### src/sv/rcf_pkg.sv
// ----------------------------------------------------------------------------
// rcf_pkg
// shared types, constants and twiddle table for the radix-2 fft block
// ----------------------------------------------------------------------------
package rcf_pkg;

  localparam int MAX_POINTS   = 64;
  localparam int SAMPLE_BITS  = 16;
  localparam int TWIDDLE_BITS = 16;
  localparam int FRAC         = TWIDDLE_BITS - 1;
  localparam int DATA_BITS    = 23;
  localparam int STORE        = 64;
  localparam int ADDR_BITS    = 6;
  localparam int CNT_BITS     = 7;
  localparam int CAP          = (MAX_POINTS > STORE) ? STORE : MAX_POINTS;
  localparam int PROD_BITS    = DATA_BITS + TWIDDLE_BITS;
  localparam int SUM_BITS     = PROD_BITS + 1;

  typedef logic signed [DATA_BITS-1:0]    data_t;
  typedef logic signed [TWIDDLE_BITS-1:0] twid_t;
  typedef logic [ADDR_BITS-1:0]           addr_t;

  // butterfly unit request
  typedef struct packed {
    logic  go;
    data_t ar;
    data_t ai;
    data_t er;
    data_t ei;
    twid_t c;
    twid_t d;
  } bfly_req_t;

  // butterfly unit result
  typedef struct packed {
    logic  done;
    data_t xr;
    data_t xi;
    data_t yr;
    data_t yi;
  } bfly_rsp_t;

  function automatic logic [24:0] qsine(input logic [4:0] k);
    logic [24:0] v;
    case (k)
      5'd0:  v = 25'd0;
      5'd1:  v = 25'd1644455;
      5'd2:  v = 25'd3273072;
      5'd3:  v = 25'd4870169;
      5'd4:  v = 25'd6420363;
      5'd5:  v = 25'd7908725;
      5'd6:  v = 25'd9320922;
      5'd7:  v = 25'd10643353;
      5'd8:  v = 25'd11863283;
      5'd9:  v = 25'd12968963;
      5'd10: v = 25'd13949745;
      5'd11: v = 25'd14796184;
      5'd12: v = 25'd15500126;
      5'd13: v = 25'd16054795;
      5'd14: v = 25'd16454846;
      5'd15: v = 25'd16696429;
      5'd16: v = 25'd16777216;
      default: v = 25'd0;
    endcase
    return v;
  endfunction

  function automatic twid_t to_twid(input logic [24:0] q24);
    logic [25:0] v;
    logic [25:0] top;
    v   = ({1'b0, q24} + (26'd1 << (24 - FRAC - 1))) >> (24 - FRAC);
    top = (26'd1 << FRAC) - 26'd1;
    if (v > top) v = top;
    return twid_t'(v[TWIDDLE_BITS-1:0]);
  endfunction

  function automatic twid_t sin64(input logic [5:0] k);
    logic [4:0] q;
    twid_t      m;
    q = (k[4:0] <= 5'd16) ? k[4:0] : 5'(6'd32 - {1'b0, k[4:0]});
    m = to_twid(qsine(q));
    return k[5] ? -m : m;
  endfunction

  function automatic twid_t cos64(input logic [5:0] k);
    return sin64(k + 6'd16);
  endfunction

  function automatic data_t sat(input logic signed [SUM_BITS-1:0] v);
    if (v > SUM_BITS'(4194303)) return data_t'(23'sd4194303);
    if (v < -SUM_BITS'(4194304)) return data_t'(-23'sd4194304);
    return data_t'(v[DATA_BITS-1:0]);
  endfunction

endpackage

### src/sv/rcf_bfly.sv
// ----------------------------------------------------------------------------
// rcf_bfly
// shared butterfly: one real multiply per cycle, then rounded sums
// ----------------------------------------------------------------------------
module rcf_bfly (
  input  logic              clk,
  input  logic              rst_n,
  input  rcf_pkg::bfly_req_t req,
  output rcf_pkg::bfly_rsp_t rsp
);
  import rcf_pkg::*;

  logic [2:0] step_r, step_nxt;
  bfly_req_t  q_r;
  logic signed [PROD_BITS-1:0] prod_r;
  logic signed [SUM_BITS-1:0]  accr_r, acci_r;
  logic signed [SUM_BITS-1:0]  rnd;
  logic signed [SUM_BITS-1:0]  tr_full, ti_full;
  // rotated term can reach about 1.41 * 2^22, so it keeps headroom above 23 bits
  logic signed [SUM_BITS-FRAC-1:0] tr_r, ti;
  data_t ma;
  twid_t mb;

  always_comb begin
    case (step_r)
      3'd1: begin ma = q_r.ar; mb = q_r.c; end
      3'd2: begin ma = q_r.ai; mb = q_r.d; end
      3'd3: begin ma = q_r.ai; mb = q_r.c; end
      default: begin ma = q_r.ar; mb = q_r.d; end
    endcase
  end

  assign rnd = SUM_BITS'(1) <<< (FRAC - 1);
  assign tr_full = accr_r + rnd;
  assign ti_full = acci_r + rnd;
  assign ti = ti_full[SUM_BITS-1:FRAC];
  assign step_nxt = (step_r == 3'd0) ? (req.go ? 3'd1 : 3'd0) :
                    (step_r == 3'd6) ? 3'd0 : step_r + 3'd1;

  always_ff @(posedge clk) begin
    if (!rst_n) begin
      step_r <= 3'd0;
    end else begin
      step_r <= step_nxt;
    end
    if (step_r == 3'd0 && req.go) q_r <= req;
    prod_r <= ma * mb;
    case (step_r)
      3'd2: accr_r <= SUM_BITS'(prod_r);
      3'd3: accr_r <= accr_r - SUM_BITS'(prod_r);
      3'd4: acci_r <= SUM_BITS'(prod_r);
      3'd5: begin
        acci_r <= acci_r + SUM_BITS'(prod_r);
        tr_r   <= tr_full[SUM_BITS-1:FRAC];
      end
      default: ;
    endcase
  end

  // products finish at steps 2..5, as prod_r is registered
  always_ff @(posedge clk) begin
    if (!rst_n) begin
      rsp.done <= 1'b0;
    end else begin
      rsp.done <= (step_r == 3'd6);
    end
    if (step_r == 3'd6) begin
      rsp.xr <= sat(SUM_BITS'(q_r.er) + SUM_BITS'(tr_r));
      rsp.yr <= sat(SUM_BITS'(q_r.er) - SUM_BITS'(tr_r));
      rsp.xi <= sat(SUM_BITS'(q_r.ei) + SUM_BITS'(ti));
      rsp.yi <= sat(SUM_BITS'(q_r.ei) - SUM_BITS'(ti));
    end
  end
endmodule

### config.mk
export PLATFORM = sky130hd
export DESIGN_NAME = rcf_bfly
export DESIGN_NICKNAME = d
export VERILOG_FILES = /design/src/sv/rcf_pkg.sv /design/src/sv/rcf_bfly.sv
export SDC_FILE = /design/constraint.sdc
export NUM_CORES = 2
export LEC_CHECK = 0
export BUFFER_PORTS_ARGS = -buffer_cell sky130_fd_sc_hd__buf_2
export CAP_MARGIN = 20
export CORE_MARGIN = 1.5
export CORE_UTILIZATION = 40
export CTS_CLUSTER_SIZE = 16
export DETAILED_ROUTE_END_ITERATION = 16
export PLACE_DENSITY = 0.56
export RECOVER_POWER = 100
export SYNTH_ARGS = -nofsm -noshare
export SYNTH_HDL_FRONTEND = slang
export SYNTH_SLANG_ARGS = --single-unit
### constraint.sdc
create_clock -name clk -period 15.4 [get_ports clk]
set_clock_uncertainty 0.15 [all_clocks]
set_input_delay 4.62 -clock clk [delete_from_list [all_inputs] [get_ports clk]]
set_output_delay 4.62 -clock clk [all_outputs]
set_load 0.01 [all_outputs]
==> reports/results.ini <==
[status]
outcome=finished, violations left
violations=capacitance limit, slew limit

[setup_path]
start_kind=register
critPathKind=register to register
r2r-start=step_r[2]
crit_required_ps=15760
worstPathMaxFanout=46
cp-startpoint=step_r[2]
arrival_ps=10860
critical_path.endpoint_type=register

[timing]
relSlewSlack=-1.66
post-route-period-util=0.682
fmax_ghz=0.0953
worst_slack_ps=4900
tightest_slew_ps=3990
finalSetupViolations=0
hold_viol=0
rsz0062_at_grt=false
period_minus_slack_ps=10500
slew_violations=531
setup_tns_ps=0

[yosys]
synth_top_family_by_area=adder cells
synth_top_cell_area_share=0.267
ys.flop_type=edfxtp_1
ys_ff_latch=364
synth_cell_types=98
syn_area_per_cell_sq_um=9.67
ys_warn_count=0
syn_area_sq_um=36100
postSynthCellCount=3737
synth_most_common_cell=inv_1
synth-async-reset-ratio=0
yosys-top-cells-area=edfxtp_1 (27%), fa_1 (20%), ha_1 (9.7%), inv_1 (6.3%), xnor2_1 (4.2%)
synth_mux_area_frac=0.0252
synth_enable_flop_cells=321
synth_common_cells=inv_1 (611), fa_1 (366), nand2_1 (358)
synthesis.nets=4511
synth_fa_ha_area_frac=0.300
yosys.area_share.simple=0.115
seq_area_frac_synth=0.291
synth_top_area_cell=edfxtp_1
synth_compound_area_frac=0.131
synth_xor_area_frac=0.0586

[clocking]
root_buffer=clkbuf_16
clk_path_buf_depth=3
cts_setup_buffers=0
cts_tree=done
path_clk_slew_ps=60
cts_made_buffers=45
cts_sinks=364
clk_latency_ps=620
h-tree-depth=2
hold_buffers=0
cts-resized-gates=0

[global_routing]
busiest_layer=met2
grt_max_degree=79
track_usage=0.199
grt_overflow=0
grt_pass1_vias=26437
use_met3=0.0253
met2_usage=0.333
antenna_found_initial=1
grt_pass1_wl_microns=144000
grtUsageMet1=0.271

[floorplanning]
die_area_sq_um=92200
ios=220
die_h_microns=304
core_sq_um=89700
die_w_microns=304
start_util=0.403
num_rows=110

[hold_path]
hold_start=step_r[2]
hold_path_class=register to register

[flow_run]
drv_cap=10

[final_layout]
area_growth_pct=9.42
fin_util=0.441
ff_latch_area_sq_um=10500
final_cell_count_no_fill=5128
drive_gt1_frac=0.0736
multi_input_area_sq_um=22700
n_antenna_cell=0
nNetsFinal=4694
fillers=8878

[place]
portBuffers=219
dp_hpwl_microns=74200
placed_cells=5047
gp_congestion=0.921
pre_cts_ws_ps=6820

[routing]
ant_nets=0
vias=26164
routed_wl_microns=90900
firstDrtPassIters=5
post_drt_via_cell_ratio=5.10
drtIter0Drc=1419
drc_errors=0
detail_route.wl_per_cell_microns=17.7

final timing paths:
check / end / slack [ps] / cells after the start
worst max-delay path: prod_r[38] / 4900 / 23
worst min-delay path: rsp[92] / 410 / 1
worst max register to register: prod_r[38] / 4900 / 23
worst min register to register: rsp[92] / 410 / 1
state kept, by name (all words and copies together), names as in the netlist:
register and count:
step_r 3, q_r 124, tr_r 25, prod_r 39
accr_r 40, rsp 93, acci_r 40
routing by layer:
layer	part of all wire	vias to the layer above
li1	-	12778
met1	0.47	12533
met2	0.46	726
met3	0.053	125
met4	0.025	2
met5	0.00011	-
worst max-delay path, cell delays in order, from the launching register on:
cell	delay [ps]
dfxtp_1	380
inv_1	190
ha_1	330
a21oi_4	120
clkbuf_1	2190
mux2i_1	1010
nor2_1	330
fa_1	450
inv_1	80
fa_1	450
fa_1	510
fa_1	540
inv_1	50
fa_1	490
fa_1	410
ha_1	340
and2_0	200
nand2_1	70
o31ai_1	550
nand3_1	210
a211oi_1	540
o211ai_1	180
a211o_1	330
a211oi_1	230
kinds of logic after synthesis:
family,Yosys count
simple gates,945
mux,86
compound gates,730
buf+inv,725
fa+ha+maj,647
xor+xnor,240
flops,364
through the flow:
stage,cell area (sq um),hold slack (ps)
5_1_grt,39500,433
3_5_place_dp,38400,432
4_1_cts,39800,414
2_1_floorplan,36100,347
3_3_place_gp,38400,432
6_report,39500,411
area by class of cell:
cell class / count / area share
Clock buffer: 51 / 0.0296
Timing Repair Buffer: 246 / 0.0287
Inverter: 615 / 0.0584
Sequential cell: 364 / 0.265
Tap cell: 1176 / 0.0372
Clock inverter: 28 / 0.00582
Multi-Input combinational cell: 2648 / 0.575
cells in the final DEF, fill, tap and decap left out, types with 33 or more instances in the layout:
cell type  netlist  layout
clkbuf_16        0      46
mux2i_1         47      46
o21bai_1        38      38
xor2_1          65      66
nand2_1        358     357
nor2_1         312     311
clkbuf_1        71     118
ha_1           281     281
nand3_1         50      50
fa_1           366     366
inv_1          611     610
o21a_1          33      33
dfxtp_1         43      43
nor3_1          51      51
a21o_1          72      72
mux2_2          39      39
a21oi_1        187     186
edfxtp_1       321     321
buf_2            9     116
xnor2_1        173     173
o21ai_0        171     223
Power is left out: the tool's default activity adds up to more than one toggle a clock period on the data nets, which glitch-free logic cannot reach.
